### src/design/pulse_flow_meter_macros.svh
// Assertion macros used by the pulse flow meter top level.
`ifndef PULSE_FLOW_METER_MACROS_SVH
`define PULSE_FLOW_METER_MACROS_SVH

// Same-cycle implication, disabled while reset is held.
`define PFM_ASSERT_IMPL(label, clk, rst_n, ante, cons) \
    label: assert property (@(posedge clk) disable iff (!(rst_n)) (ante) |-> (cons)) \
        else $error("pulse_flow_meter: same-cycle check failed");

// Next-cycle implication, disabled while reset is held.
`define PFM_ASSERT_NEXT(label, clk, rst_n, ante, cons) \
    label: assert property (@(posedge clk) disable iff (!(rst_n)) (ante) |=> (cons)) \
        else $error("pulse_flow_meter: next-cycle check failed");

`endif

### src/design/pfm_pkg.sv
// Types and constants shared by the pulse flow meter modules.
package pfm_pkg;

    localparam int EDGE_W     = 4;
    localparam int CAL_W      = 16;
    localparam int PER_W      = 16;
    localparam int SAVE_W     = 17;
    localparam int PULSE_W    = 32;
    localparam int FLOW_W     = 32;
    localparam int SESS_W     = 40;
    localparam int TOT_W      = 48;
    localparam int CFG_W      = 48;
    localparam int CFG_IDX_W  = 2;
    localparam int DEN_W      = 32;
    localparam int RATE_DVD_W = 62;
    localparam int VOL_DVD_W  = 56;
    localparam int QUO_W      = 48;
    localparam int CNT_W      = 6;

    // Scale factors that turn pulses into milli-LPM and microliters.
    localparam logic [29:0] RATE_SCALE = 30'd600000000;
    localparam logic [23:0] VOL_SCALE  = 24'd10000000;

    localparam logic [CNT_W-1:0] RATE_STEPS = 6'd32;
    localparam logic [CNT_W-1:0] VOL_STEPS  = 6'd48;

    localparam logic [CAL_W-1:0]  CAL_RESET    = 16'd4500;
    localparam logic [PER_W-1:0]  PERIOD_RESET = 16'd1000;
    localparam logic [SAVE_W-1:0] SAVE_RESET   = 17'd60000;

    typedef enum logic [CFG_IDX_W-1:0] {
        CFG_CAL    = 2'd0,
        CFG_PERIOD = 2'd1,
        CFG_SAVE   = 2'd2,
        CFG_INIT   = 2'd3
    } t_cfg_idx;

    typedef enum logic {
        DIV_RATE = 1'b0,
        DIV_VOL  = 1'b1
    } t_div_sel;

    typedef enum logic [2:0] {
        S_IDLE,
        S_EVAL,
        S_RATE_LOAD,
        S_RATE_DIV,
        S_VOL_DIV,
        S_FINISH
    } t_state;

    typedef struct packed {
        logic     load_item;
        logic     sample_zero;
        logic     mult;
        logic     div_load;
        t_div_sel div_sel;
        logic     div_step;
        logic     rate_wb;
        logic     vol_wb;
        logic     publish;
    } t_dp_cmd;

    typedef struct packed {
        logic sample_due;
        logic pulses_nz;
        logic div_done;
    } t_dp_sts;

endpackage

### src/design/pulse_flow_meter.sv
// Top level of the pulse flow meter: controller, datapath and checks.
//
// Channel   Direction  Handshake                 Payload
// in        input      i_in_valid / o_in_ready   i_pulse_edges, i_start_req, i_reset_session,
//                                                i_finalize
// out       output     o_out_valid / i_out_ready o_flow_milli_lpm, o_session_ul, o_total_ul,
//                                                o_is_flowing, o_save_request, o_sample_taken
// cfg       input      i_cfg_we (no wait)        i_cfg_idx, i_cfg_data
//
// A request that closes no sample, or closes one without pulses, passes only through
// the evaluate and finish states. A sample with pulses goes on through the shared one-bit-per-cycle divider
// (32 steps for the flow rate, 48 for the volume).
// Reset is synchronous and restores the register defaults and clears all counters.
// A finished result waits in the output register; the next request is accepted
// meanwhile and stalls only at its end until the output register frees.
`include "pulse_flow_meter_macros.svh"

module pulse_flow_meter import pfm_pkg::*; #(
    parameter int unsigned DEFAULT_CAL_TENTHS = 4500
) (
    input  logic                 i_clk,
    input  logic                 i_rst_n,
    input  logic                 i_cfg_we,
    input  logic [CFG_IDX_W-1:0] i_cfg_idx,
    input  logic [CFG_W-1:0]     i_cfg_data,
    input  logic                 i_in_valid,
    output logic                 o_in_ready,
    input  logic [EDGE_W-1:0]    i_pulse_edges,
    input  logic                 i_start_req,
    input  logic                 i_reset_session,
    input  logic                 i_finalize,
    output logic                 o_out_valid,
    input  logic                 i_out_ready,
    output logic [FLOW_W-1:0]    o_flow_milli_lpm,
    output logic [SESS_W-1:0]    o_session_ul,
    output logic [TOT_W-1:0]     o_total_ul,
    output logic                 o_is_flowing,
    output logic                 o_save_request,
    output logic                 o_sample_taken
);

    t_dp_cmd cmd;
    t_dp_sts sts;

    pfm_ctrl u_ctrl (
        .i_clk       (i_clk),
        .i_rst_n     (i_rst_n),
        .i_in_valid  (i_in_valid),
        .o_in_ready  (o_in_ready),
        .o_out_valid (o_out_valid),
        .i_out_ready (i_out_ready),
        .i_sts       (sts),
        .o_cmd       (cmd)
    );

    pfm_datapath #(
        .DEFAULT_CAL_TENTHS (DEFAULT_CAL_TENTHS)
    ) u_datapath (
        .i_clk            (i_clk),
        .i_rst_n          (i_rst_n),
        .i_cfg_we         (i_cfg_we),
        .i_cfg_idx        (i_cfg_idx),
        .i_cfg_data       (i_cfg_data),
        .i_pulse_edges    (i_pulse_edges),
        .i_start_req      (i_start_req),
        .i_reset_session  (i_reset_session),
        .i_finalize       (i_finalize),
        .i_cmd            (cmd),
        .o_sts            (sts),
        .o_flow_milli_lpm (o_flow_milli_lpm),
        .o_session_ul     (o_session_ul),
        .o_total_ul       (o_total_ul),
        .o_is_flowing     (o_is_flowing),
        .o_save_request   (o_save_request),
        .o_sample_taken   (o_sample_taken)
    );

    `PFM_ASSERT_NEXT(a_busy_after_accept, i_clk, i_rst_n, i_in_valid && o_in_ready, !o_in_ready)
    `PFM_ASSERT_IMPL(a_publish_slot_free, i_clk, i_rst_n, cmd.publish, !o_out_valid || i_out_ready)
    `PFM_ASSERT_IMPL(a_no_step_when_done, i_clk, i_rst_n, cmd.div_step, !sts.div_done)
    `PFM_ASSERT_IMPL(a_single_phase, i_clk, i_rst_n, 1'b1,
        $onehot0({cmd.load_item, cmd.sample_zero, cmd.mult, cmd.vol_wb, cmd.publish}))

endmodule

### src/design/pfm_datapath.sv
// Datapath of the pulse flow meter: configuration, counters, totals and shared divider.
module pfm_datapath import pfm_pkg::*; #(
    parameter int unsigned DEFAULT_CAL_TENTHS = 4500
) (
    input  logic                 i_clk,
    input  logic                 i_rst_n,
    input  logic                 i_cfg_we,
    input  logic [CFG_IDX_W-1:0] i_cfg_idx,
    input  logic [CFG_W-1:0]     i_cfg_data,
    input  logic [EDGE_W-1:0]    i_pulse_edges,
    input  logic                 i_start_req,
    input  logic                 i_reset_session,
    input  logic                 i_finalize,
    input  t_dp_cmd              i_cmd,
    output t_dp_sts              o_sts,
    output logic [FLOW_W-1:0]    o_flow_milli_lpm,
    output logic [SESS_W-1:0]    o_session_ul,
    output logic [TOT_W-1:0]     o_total_ul,
    output logic                 o_is_flowing,
    output logic                 o_save_request,
    output logic                 o_sample_taken
);

    logic [CAL_W-1:0]  r_cfg_cal;
    logic [PER_W-1:0]  r_cfg_period;
    logic [SAVE_W-1:0] r_cfg_save;
    logic [TOT_W-1:0]  r_cfg_init;

    logic [PULSE_W-1:0] r_pending, n_pending;
    logic [PER_W-1:0]   r_ms_sample, n_ms_sample;
    logic [SAVE_W-1:0]  r_ms_save, n_ms_save;
    logic [FLOW_W-1:0]  r_flow, n_flow;
    logic [SESS_W-1:0]  r_session, n_session;
    logic [TOT_W-1:0]   r_total, n_total;
    logic               r_flowing, n_flowing;
    logic               r_save, n_save;
    logic               r_sampled, n_sampled;
    logic               r_final, n_final;

    logic [RATE_DVD_W-1:0] r_rate_dvd;
    logic [VOL_DVD_W-1:0]  r_vol_dvd;
    logic [DEN_W-1:0]      r_denom;
    logic [DEN_W-1:0]      r_rem;
    logic [DEN_W-1:0]      r_div;
    logic [QUO_W-1:0]      r_quo;
    logic                  r_ovf;
    logic [CNT_W-1:0]      r_cnt;

    logic [FLOW_W-1:0] r_o_flow;
    logic [SESS_W-1:0] r_o_session;
    logic [TOT_W-1:0]  r_o_total;
    logic              r_o_flowing;
    logic              r_o_save;
    logic              r_o_sampled;

    logic [CAL_W-1:0]      cal_eff;
    logic                  clr;
    logic [PULSE_W-1:0]    pend0;
    logic [PULSE_W:0]      pend_sum;
    logic [PER_W-1:0]      mss0;
    logic [SAVE_W-1:0]     mssv0;
    logic [RATE_DVD_W-1:0] rate_prod;
    logic [VOL_DVD_W-1:0]  vol_prod;
    logic [DEN_W-1:0]      den_prod;
    logic [DEN_W:0]        trial;
    logic [DEN_W:0]        diff;
    logic                  ge;
    logic [TOT_W:0]        sess_sum;
    logic [TOT_W:0]        tot_sum;

    assign cal_eff = (r_cfg_cal == '0) ? CAL_W'(DEFAULT_CAL_TENTHS) : r_cfg_cal;

    always_ff @(posedge i_clk) begin
        if (!i_rst_n) begin
            r_cfg_cal    <= CAL_RESET;
            r_cfg_period <= PERIOD_RESET;
            r_cfg_save   <= SAVE_RESET;
            r_cfg_init   <= '0;
        end else if (i_cfg_we) begin
            unique case (t_cfg_idx'(i_cfg_idx))
                CFG_CAL:    r_cfg_cal    <= i_cfg_data[CAL_W-1:0];
                CFG_PERIOD: r_cfg_period <= i_cfg_data[PER_W-1:0];
                CFG_SAVE:   r_cfg_save   <= i_cfg_data[SAVE_W-1:0];
                CFG_INIT:   r_cfg_init   <= i_cfg_data[TOT_W-1:0];
                default:    r_cfg_init   <= r_cfg_init;
            endcase
        end
    end

    assign clr      = i_start_req | i_reset_session;
    assign pend0    = clr ? '0 : r_pending;
    assign pend_sum = {1'b0, pend0} + (PULSE_W + 1)'(i_pulse_edges);
    assign mss0     = i_start_req ? '0 : r_ms_sample;
    assign mssv0    = i_start_req ? '0 : r_ms_save;
    assign sess_sum = {{(TOT_W - SESS_W + 1){1'b0}}, r_session} + {1'b0, r_quo};
    assign tot_sum  = {1'b0, r_total} + {1'b0, r_quo};

    always_comb begin
        n_pending   = r_pending;
        n_ms_sample = r_ms_sample;
        n_ms_save   = r_ms_save;
        n_flow      = r_flow;
        n_session   = r_session;
        n_total     = r_total;
        n_flowing   = r_flowing;
        n_save      = r_save;
        n_sampled   = r_sampled;
        n_final     = r_final;
        if (i_cmd.load_item) begin
            n_total     = i_start_req ? r_cfg_init : r_total;
            n_pending   = pend_sum[PULSE_W] ? '1 : pend_sum[PULSE_W-1:0];
            n_ms_sample = (&mss0) ? mss0 : mss0 + 1'b1;
            n_ms_save   = (&mssv0) ? mssv0 : mssv0 + 1'b1;
            n_flow      = clr ? '0 : r_flow;
            n_session   = clr ? '0 : r_session;
            n_flowing   = i_start_req ? 1'b0 : r_flowing;
            n_save      = 1'b0;
            n_sampled   = 1'b0;
            n_final     = i_finalize;
        end
        if (i_cmd.sample_zero) begin
            n_flow      = '0;
            n_flowing   = 1'b0;
            n_ms_sample = '0;
            n_pending   = '0;
            n_sampled   = 1'b1;
        end
        if (i_cmd.rate_wb) begin
            n_flow = r_ovf ? '1 : r_quo[FLOW_W-1:0];
        end
        if (i_cmd.vol_wb) begin
            n_session   = (r_ovf || (sess_sum[TOT_W:SESS_W] != '0)) ? '1
                                                                   : sess_sum[SESS_W-1:0];
            n_total     = (r_ovf || tot_sum[TOT_W]) ? '1 : tot_sum[TOT_W-1:0];
            n_flowing   = 1'b1;
            n_ms_sample = '0;
            n_pending   = '0;
            n_sampled   = 1'b1;
            if (r_ms_save >= r_cfg_save) begin
                n_save    = 1'b1;
                n_ms_save = '0;
            end
        end
    end

    always_ff @(posedge i_clk) begin
        if (!i_rst_n) begin
            r_pending   <= '0;
            r_ms_sample <= '0;
            r_ms_save   <= '0;
            r_flow      <= '0;
            r_session   <= '0;
            r_total     <= '0;
            r_flowing   <= 1'b0;
            r_save      <= 1'b0;
            r_sampled   <= 1'b0;
            r_final     <= 1'b0;
        end else begin
            r_pending   <= n_pending;
            r_ms_sample <= n_ms_sample;
            r_ms_save   <= n_ms_save;
            r_flow      <= n_flow;
            r_session   <= n_session;
            r_total     <= n_total;
            r_flowing   <= n_flowing;
            r_save      <= n_save;
            r_sampled   <= n_sampled;
            r_final     <= n_final;
        end
    end

    assign rate_prod = RATE_DVD_W'(r_pending) * RATE_DVD_W'(RATE_SCALE);
    assign vol_prod  = VOL_DVD_W'(r_pending) * VOL_DVD_W'(VOL_SCALE);
    assign den_prod  = DEN_W'(r_ms_sample) * DEN_W'(cal_eff);

    always_ff @(posedge i_clk) begin
        if (i_cmd.mult) begin
            r_rate_dvd <= rate_prod;
            r_vol_dvd  <= vol_prod;
            r_denom    <= den_prod;
        end
    end

    // Restoring division, one quotient bit per cycle. The high dividend bits seed the
    // remainder; if they already reach the divisor the quotient saturates.
    assign trial = {r_rem, r_quo[QUO_W-1]};
    assign diff  = trial - {1'b0, r_div};
    assign ge    = trial >= {1'b0, r_div};

    always_ff @(posedge i_clk) begin
        if (i_cmd.div_load) begin
            if (i_cmd.div_sel == DIV_RATE) begin
                r_div <= r_denom;
                r_rem <= DEN_W'(r_rate_dvd[RATE_DVD_W-1:FLOW_W]);
                r_quo <= {r_rate_dvd[FLOW_W-1:0], {(QUO_W - FLOW_W){1'b0}}};
                r_ovf <= DEN_W'(r_rate_dvd[RATE_DVD_W-1:FLOW_W]) >= r_denom;
            end else begin
                r_div <= DEN_W'(cal_eff);
                r_rem <= DEN_W'(r_vol_dvd[VOL_DVD_W-1:QUO_W]);
                r_quo <= r_vol_dvd[QUO_W-1:0];
                r_ovf <= CAL_W'(r_vol_dvd[VOL_DVD_W-1:QUO_W]) >= cal_eff;
            end
        end else if (i_cmd.div_step) begin
            r_rem <= ge ? diff[DEN_W-1:0] : trial[DEN_W-1:0];
            r_quo <= {r_quo[QUO_W-2:0], ge};
        end
    end

    always_ff @(posedge i_clk) begin
        if (!i_rst_n) begin
            r_cnt <= '0;
        end else if (i_cmd.div_load) begin
            r_cnt <= (i_cmd.div_sel == DIV_RATE) ? RATE_STEPS : VOL_STEPS;
        end else if (i_cmd.div_step) begin
            r_cnt <= r_cnt - 1'b1;
        end
    end

    always_ff @(posedge i_clk) begin
        if (i_cmd.publish) begin
            r_o_flow    <= r_flow;
            r_o_session <= r_session;
            r_o_total   <= r_total;
            r_o_flowing <= r_flowing;
            r_o_save    <= r_save | r_final;
            r_o_sampled <= r_sampled;
        end
    end

    // A zero period behaves as one millisecond, and the counter is at least one here.
    assign o_sts.sample_due = r_ms_sample >= r_cfg_period;
    assign o_sts.pulses_nz  = |r_pending;
    assign o_sts.div_done   = (r_cnt == '0);

    assign o_flow_milli_lpm = r_o_flow;
    assign o_session_ul     = r_o_session;
    assign o_total_ul       = r_o_total;
    assign o_is_flowing     = r_o_flowing;
    assign o_save_request   = r_o_save;
    assign o_sample_taken   = r_o_sampled;

endmodule

### src/design/pfm_ctrl.sv
// Controller state machine of the pulse flow meter, sequencing the datapath per request.
module pfm_ctrl import pfm_pkg::*; (
    input  logic    i_clk,
    input  logic    i_rst_n,
    input  logic    i_in_valid,
    output logic    o_in_ready,
    output logic    o_out_valid,
    input  logic    i_out_ready,
    input  t_dp_sts i_sts,
    output t_dp_cmd o_cmd
);

    t_state r_state, n_state;
    logic   r_out_valid, n_out_valid;

    always_ff @(posedge i_clk) begin
        if (!i_rst_n) begin
            r_state     <= S_IDLE;
            r_out_valid <= 1'b0;
        end else begin
            r_state     <= n_state;
            r_out_valid <= n_out_valid;
        end
    end

    always_comb begin
        n_state     = r_state;
        o_cmd       = '0;
        o_cmd.div_sel = DIV_RATE;
        o_in_ready  = 1'b0;
        n_out_valid = r_out_valid && !i_out_ready;
        unique case (r_state)
            S_IDLE: begin
                o_in_ready = 1'b1;
                if (i_in_valid) begin
                    o_cmd.load_item = 1'b1;
                    n_state         = S_EVAL;
                end
            end
            S_EVAL: begin
                if (!i_sts.sample_due) begin
                    n_state = S_FINISH;
                end else if (!i_sts.pulses_nz) begin
                    o_cmd.sample_zero = 1'b1;
                    n_state           = S_FINISH;
                end else begin
                    o_cmd.mult = 1'b1;
                    n_state    = S_RATE_LOAD;
                end
            end
            S_RATE_LOAD: begin
                o_cmd.div_load = 1'b1;
                o_cmd.div_sel  = DIV_RATE;
                n_state        = S_RATE_DIV;
            end
            S_RATE_DIV: begin
                if (i_sts.div_done) begin
                    o_cmd.rate_wb  = 1'b1;
                    o_cmd.div_load = 1'b1;
                    o_cmd.div_sel  = DIV_VOL;
                    n_state        = S_VOL_DIV;
                end else begin
                    o_cmd.div_step = 1'b1;
                end
            end
            S_VOL_DIV: begin
                if (i_sts.div_done) begin
                    o_cmd.vol_wb = 1'b1;
                    n_state      = S_FINISH;
                end else begin
                    o_cmd.div_step = 1'b1;
                end
            end
            S_FINISH: begin
                if (!r_out_valid || i_out_ready) begin
                    o_cmd.publish = 1'b1;
                    n_out_valid   = 1'b1;
                    n_state       = S_IDLE;
                end
            end
            default: n_state = S_IDLE;
        endcase
    end

    assign o_out_valid = r_out_valid;

endmodule

### config.mk
export PLATFORM = sky130hd
export DESIGN_NAME = pulse_flow_meter
export DESIGN_NICKNAME = d
export VERILOG_FILES = /design/src/design/pfm_pkg.sv /design/src/design/pulse_flow_meter.sv /design/src/design/pfm_datapath.sv /design/src/design/pfm_ctrl.sv
export VERILOG_INCLUDE_DIRS = /design/src /design/src/design
export SDC_FILE = /design/constraint.sdc
export NUM_CORES = 2
export LEC_CHECK = 0
export BUFFER_PORTS_ARGS = -buffer_cell sky130_fd_sc_hd__buf_2
export CELL_PAD_IN_SITES_DETAIL_PLACEMENT = 0
export CELL_PAD_IN_SITES_GLOBAL_PLACEMENT = 1
export CORE_UTILIZATION = 51
export DETAILED_ROUTE_END_ITERATION = 6
export GPL_TIMING_DRIVEN = 0
export MAX_ROUTING_LAYER = met4
export PLACE_DENSITY = 0.95
export SETUP_SLACK_MARGIN = 0.4
export SLEW_MARGIN = 20
export SYNTH_ARGS = -nofsm -noshare
export SYNTH_HDL_FRONTEND = slang
export SYNTH_SLANG_ARGS = --single-unit
export TNS_END_PERCENT = 5
### constraint.sdc
create_clock -name i_clk -period 17.8 [get_ports i_clk]
set_clock_uncertainty 0.2 [all_clocks]
set_input_delay 0.89 -clock i_clk [delete_from_list [all_inputs] [get_ports i_clk]]
set_output_delay 0.89 -clock i_clk [all_outputs]
set_load 0.005 [all_outputs]
; ---- Word level (Yosys, flattened, before mapping)
; Index checks and enable logic that the tools add are counted.
[totals]
register_bits = 666
inputBits = 62
wordCells = 164
[op_classes]
addsub = 7
multipliers = 3
order_cmp = 5
n_eq_ne = 12
mux = 70
n_bitwise = 3
reduce_logical = 33
[ops]
columns = operator, n
row1 = 2-to-1 mux 48 bit, 7
row2 = 2-to-1 mux 32 bit, 10
row3 = 2-to-1 mux 40 bit, 4
row4 = 2-to-1 mux 17 bit, 5
row5 = 2-to-1 mux 16 bit, 4
row6 = "multiplier 32 x 21 -> 53 bit, second input constant", 1
row7 = adder 40 x 48 -> 49 bit, 1
row8 = adder 48 x 48 -> 49 bit, 1
row9 = "multiplier 32 x 17 -> 49 bit, second input constant", 1
row10 = adder 32 x 4 -> 33 bit, 1
row11 = greater-or-equal comparator 33 x 32 -> 1 bit, 1
row12 = greater-or-equal comparator 30 x 32 -> 1 bit, 1
row13 = multiplier 16 x 16 -> 32 bit, 1
row14 = OR reduction 32 bit, 1
row15 = subtractor 32 bit, 1
row16 = 2-to-1 mux 30 bit, 1
row17 = 2-to-1 mux 1 bit, 25
row18 = 2-to-1 mux 3 bit, 6
row19 = case mux 3 bit (6 select lines), 1
row20 = "adder 17 x 1 -> 17 bit, second input constant", 1
row21 = greater-or-equal comparator 17 bit, 1
row22 = AND reduction 17 bit, 1
row23 = "adder 16 x 1 -> 16 bit, second input constant", 1
row24 = greater-or-equal comparator 16 bit, 1
row25 = other kinds (30), 55

; ---- Logic depth before layout (Yosys ltp)
[logic_depth]
word_depth = 6
ltp_mapped = 33

; ---- Modules after synthesis
; From an unflattened synthesis, not the netlist that was laid out.
[unflattened]
cells_unflattened = 6401
hier_area_um2 = 61241.2
[modules_own_cells]
columns = module, n_inst, cells_each, area_per_inst_um2
row1 = pfm_datapath, 1, 6357, 60902.2
row2 = pfm_ctrl, 1, 44, 339.1

; ---- Least setup slack after synthesis
; Ideal clock, no wire load.
[synth_timing]
kind = reg2reg
from = register u_datapath.r_ms_sample[0]
to = register u_datapath.r_denom[0] (enable)
arrival_time_ns = 14.157
t_required_ns = 16.649
path_slack_ns = 2.493
stages_incl_launch_ff = 12
period_less_slack_ns = 15.307
cell_sequence = dfxtp_1 -> clkinv_1 -> ha_1 -> nand2b_1 -> a21o_1 -> a21o_1 -> a21o_1 -> a21o_1 -> a21oi_1 -> o211ai_1 -> a221oi_1 -> nor4_1
[synth_rtl]
columns = item, line
row1 = start: declaration, pfm_datapath.sv:30  ; logic [PER_W-1:0] r_ms_sample, n_ms_sample;
row2 = start signal: assignment, pfm_datapath.sv:160  ; r_ms_sample <= n_ms_sample;
row3 = end signal: assignment, pfm_datapath.sv:180  ; r_denom <= den_prod;
row4 = end: declaration, pfm_datapath.sv:42  ; logic [DEN_W-1:0] r_denom;

; ---- Worst setup path in the final report
[layout_timing]
from = register u_datapath.r_cfg_cal[11]
to = register u_datapath.r_denom[23] (data pin)
[layout_via]
elab_chain_len = 3
[layout_rtl]
columns = item, line
row1 = start: declaration, pfm_datapath.sv:24  ; logic [CAL_W-1:0] r_cfg_cal;
row2 = start signal: assignment, pfm_datapath.sv:81  ; CFG_CAL: r_cfg_cal <= i_cfg_data[CAL_W-1:0];
row3 = logical NOT 16 bit, pfm_datapath.sv:71  ; assign cal_eff = (r_cfg_cal == '0) ? CAL_W'(DEFAULT_CAL_TENTHS) : r_cfg_cal;
row4 = 2-to-1 mux 16 bit *, pfm_datapath.sv:71
row5 = multiplier 16 x 16 -> 32 bit *, pfm_datapath.sv:174  ; assign den_prod = DEN_W'(r_ms_sample) * DEN_W'(cal_eff);
row6 = net u_datapath.den_prod[23], pfm_datapath.sv:64  ; logic [DEN_W-1:0] den_prod;
; Mark *: on every way through the listed nets, which the timed path passes. The rest lies on a longest branch.
; A chain may end at the register's enable or synchronous reset.

==> results.md <==
* Die area at 120,000 µm²
* CP Class: reg2reg
* H-tree Lvls at 3
* Max-Cap Viols at 0
* Post-CTS Setup Bufs at 0
* Clock sink count at 665
* Crit path from: u_datapath.r_cfg_cal[11]$_SDFFE_PN0P_
* Synth Register Bits at 665
* Clock share of power at 20.7%
* WHS Path Cells at 0
* Layout area overhead at 9.20%
* Overall routing resource usage at 31.5%
* Peak supply drop at 0.108 mV
* Worst-path clk slew at 0.06 ns
* Endpoints failing setup at 0
* Fin. Hold Viols at 0
* Tmin final at 9.89 ns
* Flop pwr share at 26.1%
* Pint at 4.17 mW
* Post-CTS Hold Buffers at 0
* Pin count of the biggest net entering global routing at 48
* Max Slew Vio Count at 0
* Routed via count at 47,800
* I/O pin count at 187
* CP Buf/Inv Count at 8
* Leakage power at 31.3 nW
* Worst slew margin at 26.0%
* DR WL/cell at 22.4 µm
* CP endpoint: u_datapath.r_denom[23]$_DFFE_PP_
* Post-Route Utilization at 56.5%
* CTS root buffer: clkbuf_16
* Port Buf Inserts at 184
* Synth warn at 0
* Psw at 3.29 mW
* Crit start category: flop
* # resized after CTS at 0
* Gpl congestion at 0.991
* Min Hold Slack at 0.214 ns
* Pre-Repair DR Iteration Count at 6
* Syn nets at 7,741
* Crit path capture type: flop
* Core ar. at 117,000 µm²
* Setup slack after layout at 7.91 ns
* Crit path top cell by count: fa_1
* Worst Path Arrival at 10.06 ns
* Power Dens Cells at 113 nW/µm²
* Clock latency on the worst-skew pair at 0.66 ns
* DR vias/cell at 5.82
* Placed wire-length estimate at 147,000 µm
* RSZ-0062 raised after global routing: no
* Post-synthesis cell count at 6,346
* RR Startpoint: u_datapath.r_cfg_cal[11]$_SDFFE_PN0P_
* Register area share after synthesis at 28.1%
* Reg2Reg Depth at 29
* Mapped Area at 60,500 µm²
* Initial antenna violation count at 7
* EDFF count, synth at 369
* Power, Total at 7.46 mW
* Final wirelength at 184,000 µm
* Final instance area at 66,000 µm²
* Max incr delay on CP at 0.94 ns
* Primary FF master, synth: edfxtp_1
* Hold Crit Class: reg2reg
* Total CTS buffers at 72
* Overflow after GRT at 0
* Critical Path Fanout Max at 10
* Die Y at 346 µm
* Row count at 125
* Vias in the first global route at 47,200
* Iteration-0 DRC Markers at 4,251
* R2r setup slk at 7.91 ns
* Worst slew pin tran at 1.11 ns
* NumNets Final at 8,027
* Post-route ant nets at 0
* Max Root-Sink Buffers at 3
* Outcome: finished clean
* Post-synth cell types at 89
* Synth Area per Inst at 9.53 µm²
* Share of layout cells above drive strength 1 at 6.01%
* Die width at 346 µm
* Post-place setup slack at 8.12 ns
* Comb power frac at 53.2%
* TritonCTS clock tree: done
* Fmax at 101 MHz
* Worst path required time at 17.97 ns
* Part of the cycle the worst path needs at 55.6%
* Drt drc at 0
* Global-route wire length before repair at 281,000 µm
* Crit path max-delay family: adder cells
* Crit-path slowest cell: a2111oi_1
* WP depth at 29
* Initial Util at 51.8%
* Sw frac at 44.1%
* RR Endpoint: u_datapath.r_denom[23]$_DFFE_PP_
* Post-synth ARST share at 0%
* Post-DP Area at 63,600 µm²
-- synthesized netlist by cell type (all sizes together), types with 8 or more instances --
| cell type | count | area (µm²) |
|---|---|---|
| inv | 1123 | 4220 |
| ha | 750 | 9380 |
| nand2 | 678 | 2540 |
| fa | 583 | 11700 |
| a21oi | 414 | 2090 |
| edfxtp | 369 | 11100 |
| dfxtp | 296 | 5930 |
| nor2 | 280 | 1050 |
| o21ai | 197 | 986 |
| clkbuf | 189 | 709 |
| a21o | 160 | 1200 |
| xnor2 | 150 | 1310 |
| and2 | 130 | 813 |
| nand3 | 96 | 480 |
| xor2 | 85 | 744 |
| nor3 | 58 | 295 |
| a221o | 48 | 480 |
| nand4 | 48 | 300 |
| a31oi | 44 | 282 |
| and3 | 44 | 275 |
| a221oi | 42 | 385 |
| nand2b | 41 | 257 |
| nor2b | 40 | 250 |
| buf | 36 | 178 |
| o21bai | 36 | 270 |
| a22oi | 35 | 263 |
| o211ai | 34 | 255 |
| o2bb2ai | 34 | 298 |
| a211oi | 32 | 245 |
| o21a | 31 | 233 |
| o31ai | 19 | 148 |
| or3 | 19 | 119 |
| mux2i | 18 | 180 |
| or2 | 18 | 113 |
| nor4 | 14 | 87.6 |
| o22ai | 14 | 93.8 |
| and4 | 11 | 96.3 |
| a21boi | 9 | 67.6 |
| a22o | 9 | 78.8 |
| a2111oi | 8 | 71.3 |
-- power groups by stage --
stage	Clock, mW	Sequential (mW)	Combinational (mW)
2_1_floorplan	0	1.92	2.66
3_3_place_gp	0	1.98	3.80
3_5_place_dp	0	1.97	3.87
4_1_cts	1.56	1.94	3.91
5_1_grt	1.62	1.95	4.37
6_report	1.55	1.95	3.97
-- layout by cell type (no fill, tap or decap), types with 85 or more instances in the layout --
cell type  Yosys  routed
a21o_1       160     160
a21oi_1      410     410
and2_1       128     128
buf_2         16     218
clkbuf_1     189     198
dfxtp_1      296     296
edfxtp_1     369     369
fa_1         583     583
ha_1         750     750
inv_1       1123    1123
nand2_1      678     677
nand3_1       96      96
nor2_1       280     279
o21ai_0      183     183
xnor2_1      150     150
xor2_1        85      85
-- metrics by stage --
step / instances / setup TNS, ns
3_3_place_gp: 8054 / -438.09
2_1_floorplan: 6346 / 0
4_1_cts: 8215 / 0
3_5_place_dp: 8082 / 0
6_report: 8218 / 0
5_1_grt: 8217 / 0
-- state kept, by name, summed over array words and instances (netlist names), 40 cells and up --
signal and cells:
u_datapath.r_total 48, u_datapath.o_total_ul 48, u_datapath.r_quo 48, u_datapath.r_vol_dvd 48, u_datapath.r_cfg_init 48, u_datapath.r_rate_dvd 53
u_datapath.o_session_ul 40, u_datapath.r_session 40
-- cells by family (layout without fill, tap and decap cells) --
kind of cell               after synthesis  in the layout  share of synthesized area (%)
other                                    0              3                              0
buffers and inverters                 1349           1694                           8.44
DFF                                    665            665                           28.1
and+or+nand+nor                       1508           1508                           11.5
adders and majority gates             1333           1333                           34.8
xor gates and xnor gates               235            235                           3.40
AOI/OAI and AO/OA                     1238           1238                           13.4
muxes                                   18             18                          0.298
-- layout make-up --
cell class	instances	area, µm²
antenna	3	7.51
timing repair buffer	212	1190
buffer	225	891
multi-input combinational	4332	38400
sequential	665	17000
inverter	1124	4220
fill	10400	50800
tap	1524	1910
clock inverter	47	514
clock buffer	86	1910
-- per-layer routing --
layer | wire, µm | share of wire (%) | vias to the layer above | global-route usage [%]
met5 | 0 | 0 | - | -
met4 | 7040 | 3.8 | 0 | 11.6
met3 | 15000 | 8.1 | 420 | 4.25
met2 | 83700 | 46 | 2029 | 48.7
met1 | 78100 | 42 | 23500 | 42.2
li1 | - | - | 21800 | -
-- how the worst min path moves through the flow --
stage                                           endpoint                               start
2_1_floorplan        u_datapath.o_sample_taken$_DFFE_PP_   u_datapath.r_sampled$_SDFFE_PN0P_
6_report       u_datapath.o_flow_milli_lpm[24]$_DFFE_PP_  u_datapath.r_flow[24]$_SDFFE_PN0P_
3_3_place_gp   u_datapath.o_flow_milli_lpm[28]$_DFFE_PP_  u_datapath.r_flow[28]$_SDFFE_PN0P_
5_1_grt        u_datapath.o_flow_milli_lpm[24]$_DFFE_PP_  u_datapath.r_flow[24]$_SDFFE_PN0P_
4_1_cts        u_datapath.o_flow_milli_lpm[24]$_DFFE_PP_  u_datapath.r_flow[24]$_SDFFE_PN0P_
3_5_place_dp   u_datapath.o_flow_milli_lpm[28]$_DFFE_PP_  u_datapath.r_flow[28]$_SDFFE_PN0P_
-- worst reg2reg max path: cells and delay by family, from the launching register on --
kind	cells	cell delay [ns]
AO/OA/AOI/OAI	4	1.37
XOR/XNOR	1	0.46
adder cells (fa/ha/maj)	7	3.37
buffers and inverters	8	1.70
flip-flops	1	0.29
AND/OR/NAND/NOR	9	2.25
Power figures use the tool's default switching activity.
